==> src/design/rtt_pkg.sv <==
// Package for the range top-two tree: widths, node type, merge function.
`default_nettype none
package rtt_pkg;
   localparam int LEAVES    = 1024;
   localparam int LVL       = $clog2(LEAVES);
   localparam int IDX_W     = 10;
   localparam int VAL_W     = 31;
   localparam int PROD_W    = 62;
   localparam int NODE_ADR_W = LVL + 1;
   localparam int NODES     = 2 * LEAVES;

   localparam logic FUNC_WRITE = 1'b0;
   localparam logic FUNC_QUERY = 1'b1;

   typedef struct packed {
      logic [VAL_W-1:0] top;
      logic [VAL_W-1:0] second;
      logic [1:0]       n;
   } node_type;

   typedef struct packed {
      logic             func;
      logic [IDX_W-1:0] position;
      logic [VAL_W-1:0] value;
      logic [IDX_W-1:0] range_low;
      logic [IDX_W-1:0] range_high;
   } item_type;

   // merge two top-two pairs; duplicates count separately
   function automatic node_type pair_merge(input node_type a, input node_type b);
      node_type r;
      r = '0;
      if (a.n == 2'd0) begin
         r = b;
      end else if (b.n == 2'd0) begin
         r = a;
      end else if (a.top >= b.top) begin
         r.top = a.top;
         r.n = 2'd2;
         if (a.n == 2'd2 && a.second > b.top) r.second = a.second;
         else r.second = b.top;
      end else begin
         r.top = b.top;
         r.n = 2'd2;
         if (b.n == 2'd2 && b.second >= a.top) r.second = b.second;
         else r.second = a.top;
      end
      return r;
   endfunction
endpackage
`default_nettype wire

==> src/design/rtt_out.sv <==
// Output stage: multiplies the pair and holds the result word.
`default_nettype none
module rtt_out import rtt_pkg::*; (
   input  wire logic     clock,
   input  wire logic     reset,
   input  wire logic     res_valid,
   output logic          res_ready,
   input  wire node_type res_node,
   output logic          o_valid,
   input  wire logic     o_ready,
   output node_type      o_node,
   output logic [PROD_W-1:0] o_prod
);
   logic     s1_ff, s1_in, v_ff, v_in;
   node_type n1_ff, n_ff;
   logic [PROD_W-1:0] prod_ff;

   assign res_ready = !s1_ff && !v_ff;
   assign o_valid = v_ff;
   assign o_node  = n_ff;
   assign o_prod  = prod_ff;

   always_comb begin
      s1_in = s1_ff; v_in = v_ff;
      if (res_valid && res_ready) s1_in = 1'b1;
      if (s1_ff) begin s1_in = 1'b0; v_in = 1'b1; end
      if (v_ff && o_ready) v_in = 1'b0;
   end

   always_ff @(posedge clock) begin
      if (reset) begin
         s1_ff <= 1'b0; v_ff <= 1'b0;
      end else begin
         s1_ff <= s1_in; v_ff <= v_in;
      end
      if (res_valid && res_ready) begin
         n1_ff <= res_node;
         if (res_node.n != 2'd2) n1_ff.second <= '0;
         if (res_node.n == 2'd0) n1_ff.top <= '0;
      end
      if (s1_ff) begin
         n_ff <= n1_ff;
         prod_ff <= PROD_W'(n1_ff.top) * PROD_W'(n1_ff.second);
      end
   end
endmodule
`default_nettype wire

==> config.mk <==
export PLATFORM = sky130hd
export DESIGN_NAME = rtt_out
export DESIGN_NICKNAME = d
export VERILOG_FILES = /design/src/design/rtt_pkg.sv /design/src/design/rtt_out.sv
export SDC_FILE = /design/constraint.sdc
export NUM_CORES = 2
export LEC_CHECK = 0
export BUFFER_PORTS_ARGS = -buffer_cell sky130_fd_sc_hd__buf_2
export CAP_MARGIN = 20
export CORE_ASPECT_RATIO = 0.6
export CORE_MARGIN = 2
export CORE_UTILIZATION = 50
export CTS_BUF_LIST = sky130_fd_sc_hd__clkbuf_4
export CTS_CLUSTER_DIAMETER = 200
export DETAILED_ROUTE_END_ITERATION = 6
export PLACE_DENSITY = 0.77
export SYNTH_ARGS = -nofsm -noshare
export SYNTH_HDL_FRONTEND = slang
export SYNTH_SLANG_ARGS = --single-unit
==> constraint.sdc <==
create_clock -name clock -period 7.86 [get_ports clock]
set_input_delay 2.358 -clock clock [delete_from_list [all_inputs] [get_ports clock]]
set_output_delay 2.358 -clock clock [all_outputs]
set_load 0.01 [all_outputs]
* Word-level counts from Yosys, hierarchy flattened *
Cells that the tools add are included.
Widths: inputs -> output; s select.

operators by class
  multipliers = 1
  equality and inequality tests = 1
  multiplexer cells = 1
  reduce and logical (&&, ||, !) cells = 8

operators by type and width
  cell                number
  $mul 31x31->62      1
  $reduce_or 2->1     2
  $logic_and 1x1->1   3
  $logic_not 1->1     2
  $logic_not 2->1     1
  $ne 2x2->1 const B  1
  $mux 1              1

word-level totals
  bits in registers = 192
  input port bits = 68
  output and inout bits = 128
  logic and storage cells = 20

* Logic depth before layout (Yosys ltp) *
  depth after elaboration = 4
  gate-level depth with buffers = 27
  gate-level depth less buffers = 25

* Worst setup path before layout *
Ideal clock, no wire load.

  path kind = register -> register
  start = reg n1_ff[18] (netlist name)
  end = reg prod_ff[50] (netlist: o_prod[50]) (data pin)
  setup time = 0.265 ns
  arrival = 7.038 ns
  required time = 7.595 ns
  slack = 0.557 ns
  stages on the path, launching flop included = 26
  path buffers = 2
  clock period less this slack = 7.303 ns
  cell sequence = edfxtp_1 > clkbuf_1 > and2_1 > fa_1 > inv_1 > fa_1 > inv_1 > fa_1 > inv_1 > fa_1 > inv_1 > fa_1 > fa_1 > fa_1 > fa_1 > ha_1 > clkbuf_1 > and4_1 > and3_1 > a22oi_1 > a31o_1 > a21o_1 > o31a_1 > o41a_1 > o21ai_1 > xor2_1

on the way
  cells in the longest elaborated chain, start to end = 1

RTL lines
  element                 line           source
  start, declared         rtt_out.sv:15  node_type n1_ff, n_ff;
  start signal, assigned  rtt_out.sv:37  n1_ff <= res_node;
  $mul 31x31->62          rtt_out.sv:43  prod_ff <= PROD_W'(n1_ff.top) * PROD_W'(n1_ff.second);
  end signal, assigned    rtt_out.sv:43
  end, declared           rtt_out.sv:16  logic [PROD_W-1:0] prod_ff;

No other way between the ends.
A chain may end at the register's enable or synchronous reset.

* Worst setup path after layout *
  start = reg n1_ff[39] (netlist name)
  end = reg prod_ff[42] (netlist: o_prod[42]) (data pin)

The elaborated chain is that of the path after synthesis.

==> key figures <==
Status
  – Status: finished, violations left
  – Failing checks: negative setup slack

Clocking
  – Num CTS Buffers: 17
  – CTS H-tree depth: 4
  – Sink Count: 192
  – CTS tree: built
  – Clk root buf: clkbuf_4
  – Clk_lat worst skew: 0.90 ns
  – CTS Buffer Depth: 2
  – Clock slew at reported path FFs: 0.18 ns

Setup path
  – Crit-path cells: buf_4 > buf_6 > and2_1 > fa_1 > inv_1 > fa_1 > inv_1 > fa_1 > fa_1 > fa_2 > fa_1 > fa_1 > fa_1 > ha_4 > buf_6 > a21o_1 > a21o_1 > a21oi_2 > a31o_1 > a21o_1 > o31a_1 > o41a_1 > buf_4 > xnor2_1
  – Critical path type: flip-flop to flip-flop
  – Crit Path Max Fanout: 20
  – Delay-heaviest family, CP: adder cells
  – Critical path's most frequent cell: fa_1
  – Startpoint Class: flip-flop
  – RR Endpoint: o_prod[42]
  – Arr. time, crit path: 8.54 ns
  – Worst flop-to-flop path startpoint: n1_ff[39]
  – CP peak stage delay: 0.68 ns
  – Worst path buffer plus inverter count: 6
  – Critical path's slowest cell: fa_2
  – WP data required: 8.49 ns
  – CP endpoint kind: flip-flop
  – R2r setup slk: -0.05 ns
  – Reg2reg path depth: 24

Detailed routing
  – Via Count: 27100
  – DR iter-0 viols: 2928
  – Initial DRT Pass Iterations: 5
  – Wirelength, routed: 110000 um
  – Drt drc: 0
  – Avg WL per Cell: 22.1 um
  – Final ANT Viol Nets: 0
  – Vias/cell: 5.44

Logic synthesis
  – Syn nets: 4884
  – EDFF count, synth: 190
  – Main synth FF type: edfxtp_1
  – Mapped Area: 37400 sq um
  – Share of flip-flops with an asynchronous set or reset: 0%
  – Yosys warns: 0
  – Count of cell types in the netlist: 59
  – Syn_area_per_cell: 10.0 sq um
  – Synth Instances: 3724
  – Synthesized flop and latch total: 192
  – Sequential element share of the synthesized area: 15.4%

Floorplanning
  – Die area: 77100 sq um
  – # IOs: 196
  – Initial Utilization: 50.7%
  – Chip height: 216 um
  – Std-Cell Rows: 77
  – Core ar.: 73800 sq um
  – Die W: 357 um

STA
  – Worst slew pin tran: 1.03 ns
  – Max-slew violations: 0
  – Setup-failing EPs final: 6
  – Setup Skew: 0.0742 ns
  – F_max: 0.126 GHz
  – Final Hold Violating Endpoints: 0
  – Worst slew margin: 31.4%
  – RSZ-0062 raised after global routing: true
  – Final worst slack: -0.0511 ns
  – Post-route minimum period: 7.91 ns
  – Final critical-path share of the clock period: 101%

Global routing
  – Grt ovf: 0
  – Largest net degree at the start of global routing: 58
  – Initial antenna violation count: 5
  – Tot GR Track Use: 29.3%
  – Global-route wire length before repair: 169000 um
  – Vias in the first global route: 27400

Place
  – Hpwl dp: 89600 um
  – Port Buffers: 195
  – Final GP Congestion: 0.942

Finish
  – Layout cells sized above 1: 14.6%
  – Fin util: 56.8%
  – NumNets Final: 5136
  – Synth-to-Final Area Change: 12.2%

Job
  – Max-cap viol count: 0

Hold path
  – Hold WC Path Type: flip-flop to flip-flop
  – Worst hold endpoint: o_node[1]
  – Hold path start: n1_ff[1]
  – Hold Crit Depth: 0
per-layer routing:
layer  share of wire, %  vias to the layer above  GRT usage (%)
met5               0.22                        -              0
met4                1.0                        2           4.08
met3                 18                       93           15.5
met2                 36                     1805           33.9
met1                 45                    13600           47.5
li1                   -                    11500              -
Yosys cell counts (10+ instances only):
cell / count / area (sq um)
o21ai_0: 29 / 145
nor3_1: 10 / 50.1
nand2_1: 489 / 1840
ha_1: 255 / 3190
clkbuf_1: 202 / 758
and2_1: 554 / 3470
inv_1: 776 / 2910
a21o_1: 27 / 203
xor2_1: 21 / 184
nor2_1: 30 / 113
a21oi_1: 71 / 355
xnor2_1: 39 / 342
nand4_1: 17 / 106
nor2b_1: 38 / 238
buf_4: 11 / 82.6
edfxtp_1: 190 / 5710
fa_1: 837 / 16800
nand3_1: 12 / 60.1
cells by family after synthesis:
logic type / synth area share (%)
buffers and inverters: 10.2
flip-flops: 15.4
AND/OR/NAND/NOR: 16.3
XOR/XNOR: 1.41
adder cells (fa/ha/maj): 53.3
AO/OA/AOI/OAI: 3.38
final cells by class:
cell class	instances	area [sq um]
multi-input cells	2537	28300
diodes	3	7.51
repair buffers	452	3500
clock inverters	13	134
well taps	987	1230
flip-flops and latches	192	5750
inverters	776	2910
clock buffers	17	128
fillers	6245	31800
cell usage in the layout, fill, tap and decap left out, drive strengths merged, types with 7 or more instances in the layout:
cell type  count
a21oi         71
nor2          30
edfxtp       190
and2         555
inv          781
clkbuf        26
nor3          10
o21ai         38
a31oi          9
a21o          28
and3           9
xnor2         39
nand4         18
o21bai         9
nor2b         38
nand3         13
ha           255
o21a           8
buf          443
a211oi         7
xor2          21
nand2        489
fa           837
how the worst max path moves through the flow:
stage	start	end	depth (start not counted)
after detailed placement	n1_ff[50]	o_prod[60]	23
after CTS	n1_ff[43]	o_prod[59]	23
after global placement	n1_ff[50]	o_prod[60]	23
final	n1_ff[39]	o_prod[42]	24
after global routing	n1_ff[41]	o_prod[50]	25
after floorplan	n1_ff[18]	o_prod[50]	25
flip-flops by register name, indices dropped and copies added (netlist names):
| name | cells |
|---|---|
| o_node | 64 |
| n1_ff | 64 |
| o_valid | 1 |
| o_prod | 62 |
| s1_ff | 1 |
metrics by stage:
step                      std cells  hold slack [ns]  setup slack (ns)  setup TNS [ns]  area [sq um]
final                          4977            0.451           -0.0511          -0.161         41900
after global placement         4877            0.406           -0.0552         -0.0552         40500
after detailed placement       4877            0.412            -0.168          -0.268         40500
after floorplan                3724            0.400             0.557               0         37400
after CTS                      4916            0.449           -0.0249         -0.0425         40900
after global routing           4977            0.467            -0.193           -1.52         41900
timing repair:
| item | 4_1_cts | 5_1_grt |
|---|---|---|
| buffers inserted | 9 | 53 |
| pin swaps | 5 | 86 |
| endpoints found under the hold margin | 0 | 0 |
| gates cloned | 0 | 5 |
| hold buffers | 0 | 0 |
| resized for setup | 7 | 116 |
| setup endpoints to repair | 12 | 29 |
Power is left out: the tool's default activity adds up to more than one toggle a clock period on the data nets, which glitch-free logic cannot reach.
