### src/design/rtt_pkg.sv
// Package for the range top-two tree: widths, node type, merge function.
`default_nettype none
package rtt_pkg;
   localparam int LEAVES    = 1024;
   localparam int LVL       = $clog2(LEAVES);
   localparam int IDX_W     = 10;
   localparam int VAL_W     = 31;
   localparam int PROD_W    = 62;
   localparam int NODE_ADR_W = LVL + 1;
   localparam int NODES     = 2 * LEAVES;

   localparam logic FUNC_WRITE = 1'b0;
   localparam logic FUNC_QUERY = 1'b1;

   typedef struct packed {
      logic [VAL_W-1:0] top;
      logic [VAL_W-1:0] second;
      logic [1:0]       n;
   } node_type;

   typedef struct packed {
      logic             func;
      logic [IDX_W-1:0] position;
      logic [VAL_W-1:0] value;
      logic [IDX_W-1:0] range_low;
      logic [IDX_W-1:0] range_high;
   } item_type;

   // merge two top-two pairs; duplicates count separately
   function automatic node_type pair_merge(input node_type a, input node_type b);
      node_type r;
      r = '0;
      if (a.n == 2'd0) begin
         r = b;
      end else if (b.n == 2'd0) begin
         r = a;
      end else if (a.top >= b.top) begin
         r.top = a.top;
         r.n = 2'd2;
         if (a.n == 2'd2 && a.second > b.top) r.second = a.second;
         else r.second = b.top;
      end else begin
         r.top = b.top;
         r.n = 2'd2;
         if (b.n == 2'd2 && b.second >= a.top) r.second = b.second;
         else r.second = a.top;
      end
      return r;
   endfunction
endpackage
`default_nettype wire

### src/design/rtt_front.sv
// Front end: accepts words, clips ranges and queues them for the engine.
`default_nettype none
module rtt_front import rtt_pkg::*; (
   input  wire logic     clock,
   input  wire logic     reset,
   input  wire logic     in_valid,
   output logic          in_ready,
   input  wire item_type in_item,
   output logic          q_valid,
   input  wire logic     q_ready,
   output item_type      q_item
);
   localparam int QD = 2;
   item_type   mem_ff [QD];
   logic       wp_ff, wp_in, rp_ff, rp_in;
   logic [1:0] cnt_ff, cnt_in;
   item_type   cls;
   logic       push, pop;

   // classify: empty queries become range_high < range_low; clip high end
   always_comb begin
      cls = in_item;
      if (in_item.func == FUNC_QUERY) begin
         if (32'(in_item.range_high) >= LEAVES)
            cls.range_high = IDX_W'(LEAVES - 1);
         if (32'(in_item.range_low) >= LEAVES) begin
            cls.range_low  = IDX_W'(1);
            cls.range_high = '0;
         end
      end
   end

   assign in_ready = (cnt_ff != 2'(QD));
   assign q_valid  = (cnt_ff != 2'd0);
   assign q_item   = mem_ff[rp_ff];
   assign push = in_valid && in_ready;
   assign pop  = q_valid && q_ready;

   always_comb begin
      wp_in  = push ? ~wp_ff : wp_ff;
      rp_in  = pop ? ~rp_ff : rp_ff;
      cnt_in = cnt_ff + 2'(push) - 2'(pop);
   end

   always_ff @(posedge clock) begin
      if (reset) begin
         wp_ff <= 1'b0; rp_ff <= 1'b0; cnt_ff <= '0;
      end else begin
         wp_ff <= wp_in; rp_ff <= rp_in; cnt_ff <= cnt_in;
      end
      if (push) mem_ff[wp_ff] <= cls;
   end
endmodule
`default_nettype wire

### config.mk
export PLATFORM = sky130hd
export DESIGN_NAME = rtt_front
export DESIGN_NICKNAME = d
export VERILOG_FILES = /design/src/design/rtt_pkg.sv /design/src/design/rtt_front.sv
export SDC_FILE = /design/constraint.sdc
export NUM_CORES = 1
export LEC_CHECK = 0
export CAP_MARGIN = 20
export CORE_MARGIN = 2
export CORE_UTILIZATION = 45
export CTS_CLUSTER_DIAMETER = 200
export DETAILED_ROUTE_END_ITERATION = 10
export DONT_BUFFER_PORTS = 1
export GPL_TIMING_DRIVEN = 0
export MAX_ROUTING_LAYER = met4
export PLACE_DENSITY = 0.71
export SYNTH_ARGS = -nofsm -noshare
export SYNTH_HDL_FRONTEND = slang
export SYNTH_SLANG_ARGS = --single-unit
### constraint.sdc
create_clock -name clock -period 7.8 [get_ports clock]
set_input_delay 0 -clock clock [delete_from_list [all_inputs] [get_ports clock]]
set_output_delay 0 -clock clock [all_outputs]
set_load 0.02 [all_outputs]
Word level (Yosys, flattened, before mapping)
Memories as Yosys holds them, arrays and structs flattened. A register that Yosys moved wholly into a read port is not among the register bits.
Cells that the tools add are included.
{"block": "word_totals", "memories": 1, "in_bits": 66, "register_bits": 4, "mem_bits_rw": 124, "elab_cells": 16, "output_inout_bits": 64}
{"block": "op_classes", "add_sub_neg": 2, "muxes": 4, "bitwise": 2, "eq_ne": 1, "reduce_logical": 3}
{"name": "mem_ff", "depth": 2, "width": 62, "rd": 1, "rd_ports_with_merged_regs": 1, "wr": 1, "line_no": "rtt_front.sv:14", "text": "item_type mem_ff [QD];"}
{"cell": "$mux 1", "count": 4}
{"cell": "$add 2x1->2", "count": 1}
{"cell": "$logic_and 1x1->1", "count": 2}
{"cell": "$ne 2x2->1 const B", "count": 1}
{"cell": "$not 1->1", "count": 2}
{"cell": "$reduce_bool 2->1", "count": 1}
{"cell": "$sub 2x1->2", "count": 1}

Longest topological paths before layout
Gate-level depths: netlist (run 1).
{"block": "logic_depth", "depth_word": 4, "depth_mapped": 8, "mapped_depth_nobuf": 8}

Least setup slack after synthesis (run 1)
OpenSTA, ideal clock, no wires.
{"block": "synth_path", "path_kind": "register to register", "start": "reg cnt_ff[0]", "end": "mem mem_ff[0][0] (netlist bit), enable pin", "setup_time_ns": 0.482, "period_less_slack_ns": 3.709, "arrival_time_ns": 3.227, "slack_ns": 4.091, "path_stages_with_launch": 4, "path_buffers": 0, "required_time_ns": 7.318, "cell_sequence": "dfxtp_1 -> nand2b_2 -> nand2_2 -> nor2_1"}
{"block": "synth_via", "elab_chain_len": 4}
{"item": "start, declared", "line_no": "rtt_front.sv:16", "text": "logic [1:0] cnt_ff, cnt_in;"}
{"item": "start signal, assigned", "line_no": "rtt_front.sv:49", "text": "wp_ff <= wp_in; rp_ff <= rp_in; cnt_ff <= cnt_in;"}
{"item": "$ne 2x2->1", "line_no": "rtt_front.sv:33", "text": "assign in_ready = (cnt_ff != 2'(QD));"}
{"item": "via in_ready", "line_no": "rtt_front.sv:7", "text": "output logic in_ready,"}
{"item": "$logic_and 1x1->1", "line_no": "rtt_front.sv:36", "text": "assign push = in_valid && in_ready;"}
{"item": "$mux 1", "line_no": "rtt_front.sv:51", "text": "if (push) mem_ff[wp_ff] <= cls;"}
{"item": "$mux 1 (not written as such)", "line_no": "rtt_front.sv:51"}
{"item": "end, declared", "line_no": "rtt_front.sv:14"}
The timed path passes the listed nets, and every way through them passes these cells.

Worst setup path in the final report (run 1)
{"block": "layout_path", "start": "reg cnt_ff[0]", "end": "mem mem_ff[0][44] (netlist bit), enable pin"}
The elaborated chain is that of the path after synthesis.

==> results by group, run 1 <==
Outcome
  – Outcome: finished, final reports clean

Synthesis
  – Post-Syn Instances: 217
  – Share of flip-flops with an asynchronous set or reset: 0%
  – Mean Syn Cell Area: 23.1 um2
  – Commonest cells post-synth: edfxtp_1, mux2_4, buf_12
  – Post-synth top area share: around 74%
  – Sequential fraction of the synthesis area: 76.3%
  – Number of synthesized register bits: 129
  – Post-Syn Nets: 285
  – Synthesized area: 5010 um2
  – Synth unique cells: 17
  – Synth area leader: edfxtp_1
  – Synth area leaders: edfxtp_1, mux2_4, buf_12
  – Most common cell in the synthesized netlist: edfxtp_1
  – Prevailing post-synth register cell: edfxtp_1
  – Post-synth EDFFs: 124
  – YS warnings: 0

Worst setup path
  – Worst path buffer plus inverter count: 2
  – CP max-delay cell: nor2_4
  – Worst Setup Start Kind: register
  – Critical path arrival: 2.21 ns
  – Crit-path cells: nand2b_2 > nand2_2 > nor2_4 > buf_16 > buf_12
  – Crit Path Class: reg2reg
  – Crit-path leading delay family: simple AND/OR/NAND/NOR gates
  – Worst Path Required: ~8 ns
  – Crit Path Max Fanout: 23
  – RR Startpoint: cnt_ff[0]
  – Crit. End Element: register
  – Crit path from: cnt_ff[0]
  – Slowest stage delay, CP: 0.53 ns

Clock network
  – Worst-Skew Late Latency: 0.50 ns
  – Postcts setup bufs: 0
  – TritonCTS clock tree: done
  – Root Buffer: clkbuf_8
  – Clock buffer depth: 2
  – Worst-path clk slew: 0.06 ns
  – H-tree depth: 4
  – CTS Buf Count: 17
  – CTS Sinks: 129

Timing
  – Final Hold Vio Count: 0
  – Max-slew headroom: 41.7%
  – Max Slew Vio Count: 0
  – Final period utilization: 25.8%
  – Final Critical Period: 2.01 ns
  – Setup TNS: 0 ns
  – Worst Max-Slew Pin Slew: 0.875 ns
  – Final WS setup: about 5.8 ns
  – RSZ-0062 raised after global routing: false
  – # setup viols final: 0
  – Clk_skew: 0.00822 ns
  – Fmax: 497 MHz

Floorplan
  – Core Region: 10800 um2
  – IO Pins: between 100 and 150
  – DIE WIDTH: 110 um
  – Die area: 12000 um2
  – Std-Cell Rows: 38
  – Die height: 110 um
  – Starting density of the core: 46.2%

Route
  – Vias per Instance: 4.78
  – WL met1: 3110 um
  – Total routed wirelength: 7930 um
  – WL met2: about 4100 um
  – Antenna viol nets, final: 0
  – 1st-pass router iterations: 4
  – Initial DRC count: 80
  – Via count: about 2200
  – Max Used Layer: met4
  – Met3 WL: 646 um
  – Routed wire per std cell: 17.3 um
  – DRC errors left: 0

Finish
  – Utilization after layout: 60.2%
  – Area grow syn2layout: 30.2%
  – Multi-input logic area: roughly 1100 um2
  – Finished layout cell area: 6520 um2
  – Fill cell count: 801
  – Layout net count: 373
  – Diodes inserted: 0
  – Fin cells: 458
  – Share of cells above drive strength 1: 33.6%
  – Register area: 3820 um2

Global route
  – First-pass GRT wire length: 12000 um
  – Vias in the first global route: 2413
  – Grt ovf: 0
  – Total GRT Usage: approximately 15%
  – Largest net degree at the start of global routing: 63
  – Initial antenna violation count: 0

Placement
  – Pre-CTS setup slack: 5.75 ns
  – Hpwl dp: 4890 um
  – Dpl cell area: 5250 um2
  – RePlAce Congestion: 0.616
  – Cells after DPL: about 360
  – PortBufs: 0

Job
  – Max Cap Violations: 0

Worst hold path
  – Worst Min Path Start: in_item[10]
  – Hold Crit Class: in2reg

Power
  – Max rail drop VDD: 0.000193 V
  – PD cells: 346 nW/um2
  – P_leak: 2.36 nW
## final timing paths
path,end,slack [ns],cells past startpoint
max,mem_ff[0][44],5.79,5
min,mem_ff[0][10],0.15,1
max reg2reg,mem_ff[0][44],5.79,5
min reg2reg,rp_ff,0.52,2
## timing repair
| action | in CTS | in global routing |
|---|---|---|
| hold buffers | 67 | 0 |
| hold endpoints to repair | 149 | 0 |
| gates resized for setup | 0 | 0 |
## state kept, by name (all words and copies together), names as in the netlist, named ones only
register  flops
mem_ff      124
cnt_ff        2
rp_ff         1
wp_ff         1
## metal layers
metal	track usage (%)	up-vias
met3	6.28	8
met5	-	-
li1	-	1028
met2	24.2	93
met4	5.70	0
met1	15.3	1059
## power by group
| part | total (mW) | switching (mW) | internal (mW) | leakage [nW] |
|---|---|---|---|---|
| combinational | 0.582 | 0.318 | 0.265 | 0.868 |
| clock | 0.780 | 0.261 | 0.519 | 0.294 |
| sequential | 0.897 | 0.0258 | 0.871 | 1.20 |
## kinds of logic (layout without fill, tap and decap cells)
family,after synthesis,count (layout),share of synthesized area (%)
xor gates and xnor gates,3,3,0.524
AOI/OAI and AO/OA,1,1,0.150
buffers and inverters,8,109,2.70
adders and majority gates,2,2,0.499
muxes,63,63,18.7
and+or+nand+nor,11,11,1.17
DFF,129,129,76.3
## metrics by stage
| stage | hold WS, ns | total power, mW |
|---|---|---|
| 3_3_place_gp | 0.0735 | 1.46 |
| 6_report | 0.149 | 2.26 |
| 5_1_grt | 0.123 | 2.35 |
| 4_1_cts | 0.111 | 2.29 |
| 3_5_place_dp | 0.0752 | 1.47 |
| 2_1_floorplan | 0.0716 | 1.39 |
## worst register-to-register path: stages, from the launching register on
cell      delay (ns)
dfxtp_1         0.37
nand2b_2        0.23
nand2_2         0.11
nor2_4          0.53
buf_16          0.25
buf_12          0.20
## layout make-up
type / count / share of cell area, %
flip-flops and latches: 129 / 58.6
repair buffers: 69 / 11.0
clock inverters: 9 / 1.98
clock buffers: 23 / 7.31
plain buffers: 7 / 2.01
inverters: 1 / 0.0575
well taps: 140 / 2.69
multi-input cells: 80 / 16.3
## cells in the final DEF (no fill, tap or decap)
cell	synthesis	final
nor2_4	0	1
dlygate4sd3_1	0	67
nor2_1	5	4
clkinv_2	0	3
and3_4	0	1
xnor2_1	2	2
nor2b_1	2	2
clkinv_4	0	1
nand2b_2	1	1
edfxtp_1	124	124
bufinv_16	0	3
o21a_1	1	1
mux2_2	3	3
buf_12	6	7
inv_1	1	1
clkbuf_16	0	16
clkinvlp_4	0	2
clkbuf_1	0	2
nand2_2	1	1
dfxtp_1	5	5
buf_16	0	1
buf_6	1	1
or2_2	1	1
ha_1	2	2
clkbuf_8	0	5
xor2_1	1	1
mux2_4	60	60
No activity file was read; power rests on OpenSTA's default activity.
==> run 2: changes to the inputs <==
==> constraint.sdc (replaced) <==
create_clock -name clock -period 2 [get_ports clock]
set_input_delay 0 -clock clock [delete_from_list [all_inputs] [get_ports clock]]
set_output_delay 0 -clock clock [all_outputs]
set_load 0.02 [all_outputs]
==> results by group, run 2 (synthesis results as in run 1) <==
Global route
  – Grt ovf: 0 (unchanged)
  – First-pass GRT wire length: 11500 um (-4.7%)
  – Vias in the first global route: 2371 (-1.7%)
  – Largest net degree at the start of global routing: 63 (unchanged)
  – Total GRT Usage: 13.9% (-0.68 points)
  – Initial antenna violation count: 0 (unchanged)

Clock network
  – PostCTS Resize Cnt: 0 (unchanged)
  – Worst-Skew Late Latency: 0.50 ns (about the same)
  – CTS Sinks: 129 (unchanged)
  – H-tree depth: 4 (unchanged)
  – Root Buffer: clkbuf_8
  – TritonCTS clock tree: done
  – Clock buffer depth: 2 (unchanged)
  – Worst-path clk slew: 0.06 ns (about the same)
  – CTS Buf Count: 17 (unchanged)

Timing
  – Fmax: 554 MHz (+11%)
  – # setup viols final: 0 (unchanged)
  – Max-slew headroom: 42.8% (+1.1 points)
  – Final Hold Vio Count: 0 (unchanged)
  – Worst Max-Slew Pin Slew: 0.858 ns (-0.0166 ns)
  – Max Slew Vio Count: 0 (unchanged)
  – Clk_skew: 0.00868 ns (+0.000460 ns)
  – Setup TNS: 0 ns (unchanged)
  – RSZ-0062 raised after global routing: false
  – Final Critical Period: 1.81 ns (-0.206 ns)
  – Final period utilization: 90.3% (+64 points)

Route
  – Via count: 2207 (+0.87%)
  – Initial DRC count: 71 (-11%)
  – Routed wire per std cell: 16.8 um (-2.7%)
  – Antenna viol nets, final: 0 (unchanged)
  – Total routed wirelength: 7700 um (-2.9%)
  – Vias per Instance: 4.83 (+1.1%)
  – DRC errors left: 0 (unchanged)
  – 1st-pass router iterations: 5 (+1)

Power
  – Clock share of power: 34.3% (-0.2 points)
  – Sequential power share: 40.0% (+0.3 points)
  – Combinational power share: 25.6% (-0.2 points)
  – Internal: 6.42 mW (+290%)
  – PD cells: 1350 nW/um2 (+290%)
  – Final Power: 8.75 mW (+290%)
  – Max rail drop VDD: 0.000691 V (+260%)
  – P_leak: 2.35 nW (-0.67%)
  – Sw Share: 26.6% (-0.098 points)
  – Net Sw Power: 2.33 mW (+290%)

Finish
  – Reg with most FFs: mem_ff
  – Diodes inserted: 0 (unchanged)
  – Area grow syn2layout: 29.5%
  – Fill cell count: 798 (-0.37%)
  – Commonest non-fill, non-tap cells in the layout: edfxtp_1, dlygate4sd3_1, mux2_4
  – Biggest regs: mem_ff x124, cnt_ff x2
  – Share of cells above drive strength 1: 32.8% (-0.84 points)
  – Layout net count: 372 (-0.27%)
  – Register area: 3820 um2 (unchanged)
  – Multi-input logic area: 1060 um2 (unchanged)
  – Max FFs per register: 124 (unchanged)
  – Most common cell after layout, fill and taps aside: edfxtp_1

Worst setup path
  – Critical path arrival: 1.93 ns (-0.28 ns)
  – Crit Path Class: reg2reg
  – Worst path buffer plus inverter count: 0 (-2)
  – Worst Path Required: 2.12 ns (-5.87 ns)
  – Crit. End Element: register
  – Crit-path leading delay family: simple AND/OR/NAND/NOR gates
  – CP max-delay cell: and3_4
  – Crit Path Max Fanout: 62 (+170%)
  – Slowest stage delay, CP: 0.76 ns (+0.23 ns)
  – Crit-path cells: nand2b_2 > and3_4
  – Worst Setup Start Kind: register

Floorplan
  – Die area: 12000 um2 (unchanged)
  – Starting density of the core: 46.2% (unchanged)
  – Std-Cell Rows: 38 (unchanged)
  – IO Pins: 130 (unchanged)
  – Core Region: 10800 um2 (unchanged)
  – DIE WIDTH: 110 um (unchanged)
  – Die height: 110 um (unchanged)

Placement
  – Hpwl dp: 4820 um (-1.4%)
  – PortBufs: 0 (unchanged)
  – RePlAce Congestion: 0.682 (+11%)

Worst hold path
  – Hold Crit Class: in2reg

Outcome
  – Outcome: finished, final reports clean

Job
  – Max Cap Violations: 0 (unchanged)
==> run 2: changes by cell type in the layout (fill, tap and decap cells not counted), sizes merged <==
cell and delta:
clkinvlp -1, bufinv +1, dlygate4sd3 -1, clkbuf -4, clkinv +4
==> run 2: repair_timing <==
item,in CTS,in global routing
setup buffers,0,0
endpoints found under the setup margin,0,0
hold endpoints to repair,141,0
hold buffers,66,0
==> run 2: routing by layer <==
metal / track usage, % / wire length [um] / vias up
li1: - / - / 1031
met1: 14.1 / 2920 / 1074
met2: 23.6 / 4140 / 90
met3: 5.22 / 518 / 12
met4: 6.60 / 113 / 0
met5: - / 0 / -
==> run 2: power by group through the flow <==
stage                     sequential (mW)  combinational, mW  clock [mW]
after floorplan                      3.53               1.86           0
after global placement               3.55               2.10           0
after detailed placement             3.55               2.16           0
after CTS                            3.50               2.29        3.07
after global routing                 3.53               2.38        3.20
final                                3.50               2.24        3.00
==> run 2: final timing paths <==
path / from / end / cells past startpoint / slack [ns]
setup / recovery: cnt_ff[0] / mem_ff[1][16] / 2 / 0.19
hold / removal: in_item[0] / mem_ff[1][0] / 1 / 0.15
setup reg to reg: cnt_ff[0] / mem_ff[1][16] / 2 / 0.19
hold reg to reg: rp_ff / rp_ff / 2 / 0.52
==> run 2: layout make-up <==
cell class	instances	area share (%)
flip-flops and latches	129	58.9
multi-input cells	80	16.4
repair buffers	68	10.8
clock buffers	19	6.50
well taps	140	2.70
clock inverters	13	2.58
plain buffers	7	2.02
inverters	1	0.0578
==> run 2: metrics by stage <==
step                cells  worst slack [ns]  hold WS [ns]  util (%)  instance area (um2)
floorplan             217            0.0228        0.0716         -                 5020
global placement      357            -0.513        0.0735      47.9                 5190
detailed placement    359             0.178        0.0755      48.3                 5240
CTS                   457             0.174         0.112      59.9                 6490
global route          457            0.0690         0.123      59.9                 6490
finish                457             0.195         0.146      59.9                 6490
==> run 3: changes to the inputs <==
--- a/config.mk
+++ b/config.mk
@@ -6,6 +6,8 @@
 export NUM_CORES = 1
 export LEC_CHECK = 0
 export CAP_MARGIN = 20
+export CELL_PAD_IN_SITES_DETAIL_PLACEMENT = 0
+export CELL_PAD_IN_SITES_GLOBAL_PLACEMENT = 1
 export CORE_MARGIN = 2
 export CORE_UTILIZATION = 45
 export CTS_CLUSTER_DIAMETER = 200
@@ -13,7 +15,7 @@
 export DONT_BUFFER_PORTS = 1
 export GPL_TIMING_DRIVEN = 0
 export MAX_ROUTING_LAYER = met4
-export PLACE_DENSITY = 0.71
+export PLACE_DENSITY = 0.79
 export SYNTH_ARGS = -nofsm -noshare
 export SYNTH_HDL_FRONTEND = slang
 export SYNTH_SLANG_ARGS = --single-unit
==> results by group, run 3 (synthesis results as in run 1) <==
Placement
  – Hpwl dp: 4920 um (+2.1%)
  – PortBufs: 0 (unchanged)
  – RePlAce Congestion: 0.609 (-11%)
  – Cells after DPL: 358 (-0.28%)

Clock network
  – Worst-Skew Late Latency: 0.49 ns (about the same)
  – Worst-path clk slew: 0.06 ns (about the same)
  – Clock buffer depth: 2 (unchanged)
  – PostCTS Resize Cnt: 0 (unchanged)
  – H-tree depth: 4 (unchanged)
  – TritonCTS clock tree: done
  – CTS Sinks: 129 (unchanged)
  – Root Buffer: clkbuf_8
  – CTS Buf Count: 17 (unchanged)

Worst setup path
  – Slowest stage delay, CP: 0.46 ns (-0.30 ns)
  – Crit Path Max Fanout: 33 (-47%)
  – Crit Path Class: reg2reg
  – Worst Setup Start Kind: register
  – Worst Path Required: 2.18 ns (+0.06 ns)
  – Critical path arrival: 1.99 ns (+0.06 ns)
  – Worst reg2reg path depth: 4 (+2)
  – Crit. End Element: register
  – CP max-delay cell: nor2_4
  – Crit-path cells: nand2b_2 > nand2_2 > nor2_4 > buf_12

Floorplan
  – Starting density of the core: 46.2% (unchanged)
  – Std-Cell Rows: 38 (unchanged)
  – DIE WIDTH: 110 um (unchanged)
  – IO Pins: 130 (unchanged)
  – Die height: 110 um (unchanged)
  – Die area: 12000 um2 (unchanged)
  – Core Region: 10800 um2 (unchanged)

Finish
  – Biggest regs: mem_ff x124, cnt_ff x2
  – Reg with most FFs: mem_ff
  – Layout net count: 371 (-0.27%)
  – Fill cell count: 823 (+3.1%)
  – Most common cell after layout, fill and taps aside: edfxtp_1
  – Commonest non-fill, non-tap cells in the layout: edfxtp_1, dlygate4sd3_1, mux2_4
  – Multi-input logic area: 1070 um2 (+0.59%)
  – Register area: 3820 um2 (unchanged)
  – Share of cells above drive strength 1: 34.0% (+1.2 points)
  – Fin cells: 456 (-0.22%)
  – Area grow syn2layout: 28.9%
  – Max FFs per register: 124 (unchanged)

Timing
  – Worst Max-Slew Pin Slew: 0.863 ns (+0.00505 ns)
  – Final Critical Period: 1.81 ns (+0.00657 ns)
  – RSZ-0062 raised after global routing: false
  – Final Hold Vio Count: 0 (unchanged)
  – Max-slew headroom: 42.5% (-0.34 points)
  – # setup viols final: 0 (unchanged)
  – Fmax: 552 MHz (-0.36%)
  – Setup TNS: 0 ns (unchanged)
  – Max Slew Vio Count: 0 (unchanged)
  – Clk_skew: 0.00569 ns (-0.00299 ns)
  – Final period utilization: 90.6% (+0.33 points)

Job
  – Max Cap Violations: 0 (unchanged)

Global route
  – Grt ovf: 0 (unchanged)
  – Vias in the first global route: 2258 (-4.8%)
  – Initial antenna violation count: 1 (+1)
  – Largest net degree at the start of global routing: 63 (unchanged)
  – Total GRT Usage: 13.8% (-0.081 points)
  – First-pass GRT wire length: 11400 um (-0.24%)

Power
  – Max rail drop VDD: 0.000909 V (+32%)
  – Combinational power share: 25.7% (about the same)
  – Internal: 6.28 mW (-2.1%)
  – Clock share of power: 33.9% (-0.4 points)
  – PD cells: 1340 nW/um2 (-0.48%)
  – Sw Share: 27.5% (+0.85 points)
  – Net Sw Power: 2.38 mW (+2.2%)
  – P_leak: 2.32 nW (-1.2%)
  – Sequential power share: 40.4% (+0.4 points)

Worst hold path
  – Hold Crit Class: in2reg
  – Worst hold path stage count: 1 (unchanged)

Route
  – Vias per Instance: 4.80 (-0.55%)
  – Antenna viol nets, final: 0 (unchanged)
  – Initial DRC count: 69 (-2.8%)
  – Total routed wirelength: 7850 um (+1.9%)
  – DRC errors left: 0 (unchanged)
  – Routed wire per std cell: 17.2 um (+2.1%)
  – Via count: 2190 (-0.77%)
  – 1st-pass router iterations: 4 (-1)

Outcome
  – Outcome: finished, final reports clean
==> run 3: repair_timing <==
item                       in CTS  in global routing
setup buffers                   0                  0
hold buffers                   65                  0
hold endpoints to repair      158                  0
setup endpoints to repair      33                  0
==> run 3: per-layer routing <==
metal,global-route usage [%],wire length (um),share of wire [%],up-vias
met4,5.15,46,0.59,0
met2,22.4,4140,53,88
met1,15.5,3100,39,1069
met5,-,0,0,-
li1,-,-,-,1029
met3,5.28,565,7.2,4
==> run 3: path summary, 6_finish.rpt <==
kind	start	slack [ns]	to
min	in_item[55]	0.15	mem_ff[1][55]
max reg2reg	cnt_ff[0]	0.19	mem_ff[0][35]
max	cnt_ff[0]	0.19	mem_ff[0][35]
min reg2reg	rp_ff	0.53	rp_ff
==> run 3: critical path: cells and delay by family (launching register included) <==
family                 cells  cell delay (ns)
and+or+nand+nor            3             0.82
DFF                        1             0.36
buffers and inverters      1             0.27
==> run 3: stage by stage <==
| step | area (um2) | util (%) | setup WS (ns) | hold slack, ns | power (mW) |
|---|---|---|---|---|---|
| finish | 6460 | 59.6 | 0.188 | 0.154 | 8.66 |
| global route | 6460 | 59.6 | 0.0679 | 0.124 | 9.05 |
| CTS | 6450 | 59.5 | 0.159 | 0.119 | 8.78 |
| detailed placement | 5220 | 48.1 | -0.0879 | 0.0775 | 5.70 |
| global placement | 5190 | 47.9 | -0.490 | 0.0734 | 5.64 |
| floorplan | 5020 | - | 0.0228 | 0.0716 | 5.40 |
==> run 3: layout make-up <==
type,instances,share of cell area [%]
diodes,1,0.0388
repair buffers,66,10.4
clock inverters,14,2.56
multi-input cells,81,16.6
clock buffers,17,6.41
flip-flops and latches,129,59.2
plain buffers,7,2.03
well taps,140,2.71
inverters,1,0.0581
==> run 3: power by group through the flow <==
stage,clock network [mW],logic [mW],registers (mW)
3_5_place_dp,0,2.14,3.56
6_report,2.93,2.22,3.50
3_3_place_gp,0,2.09,3.55
5_1_grt,3.15,2.37,3.53
2_1_floorplan,0,1.86,3.53
4_1_cts,3.01,2.27,3.51
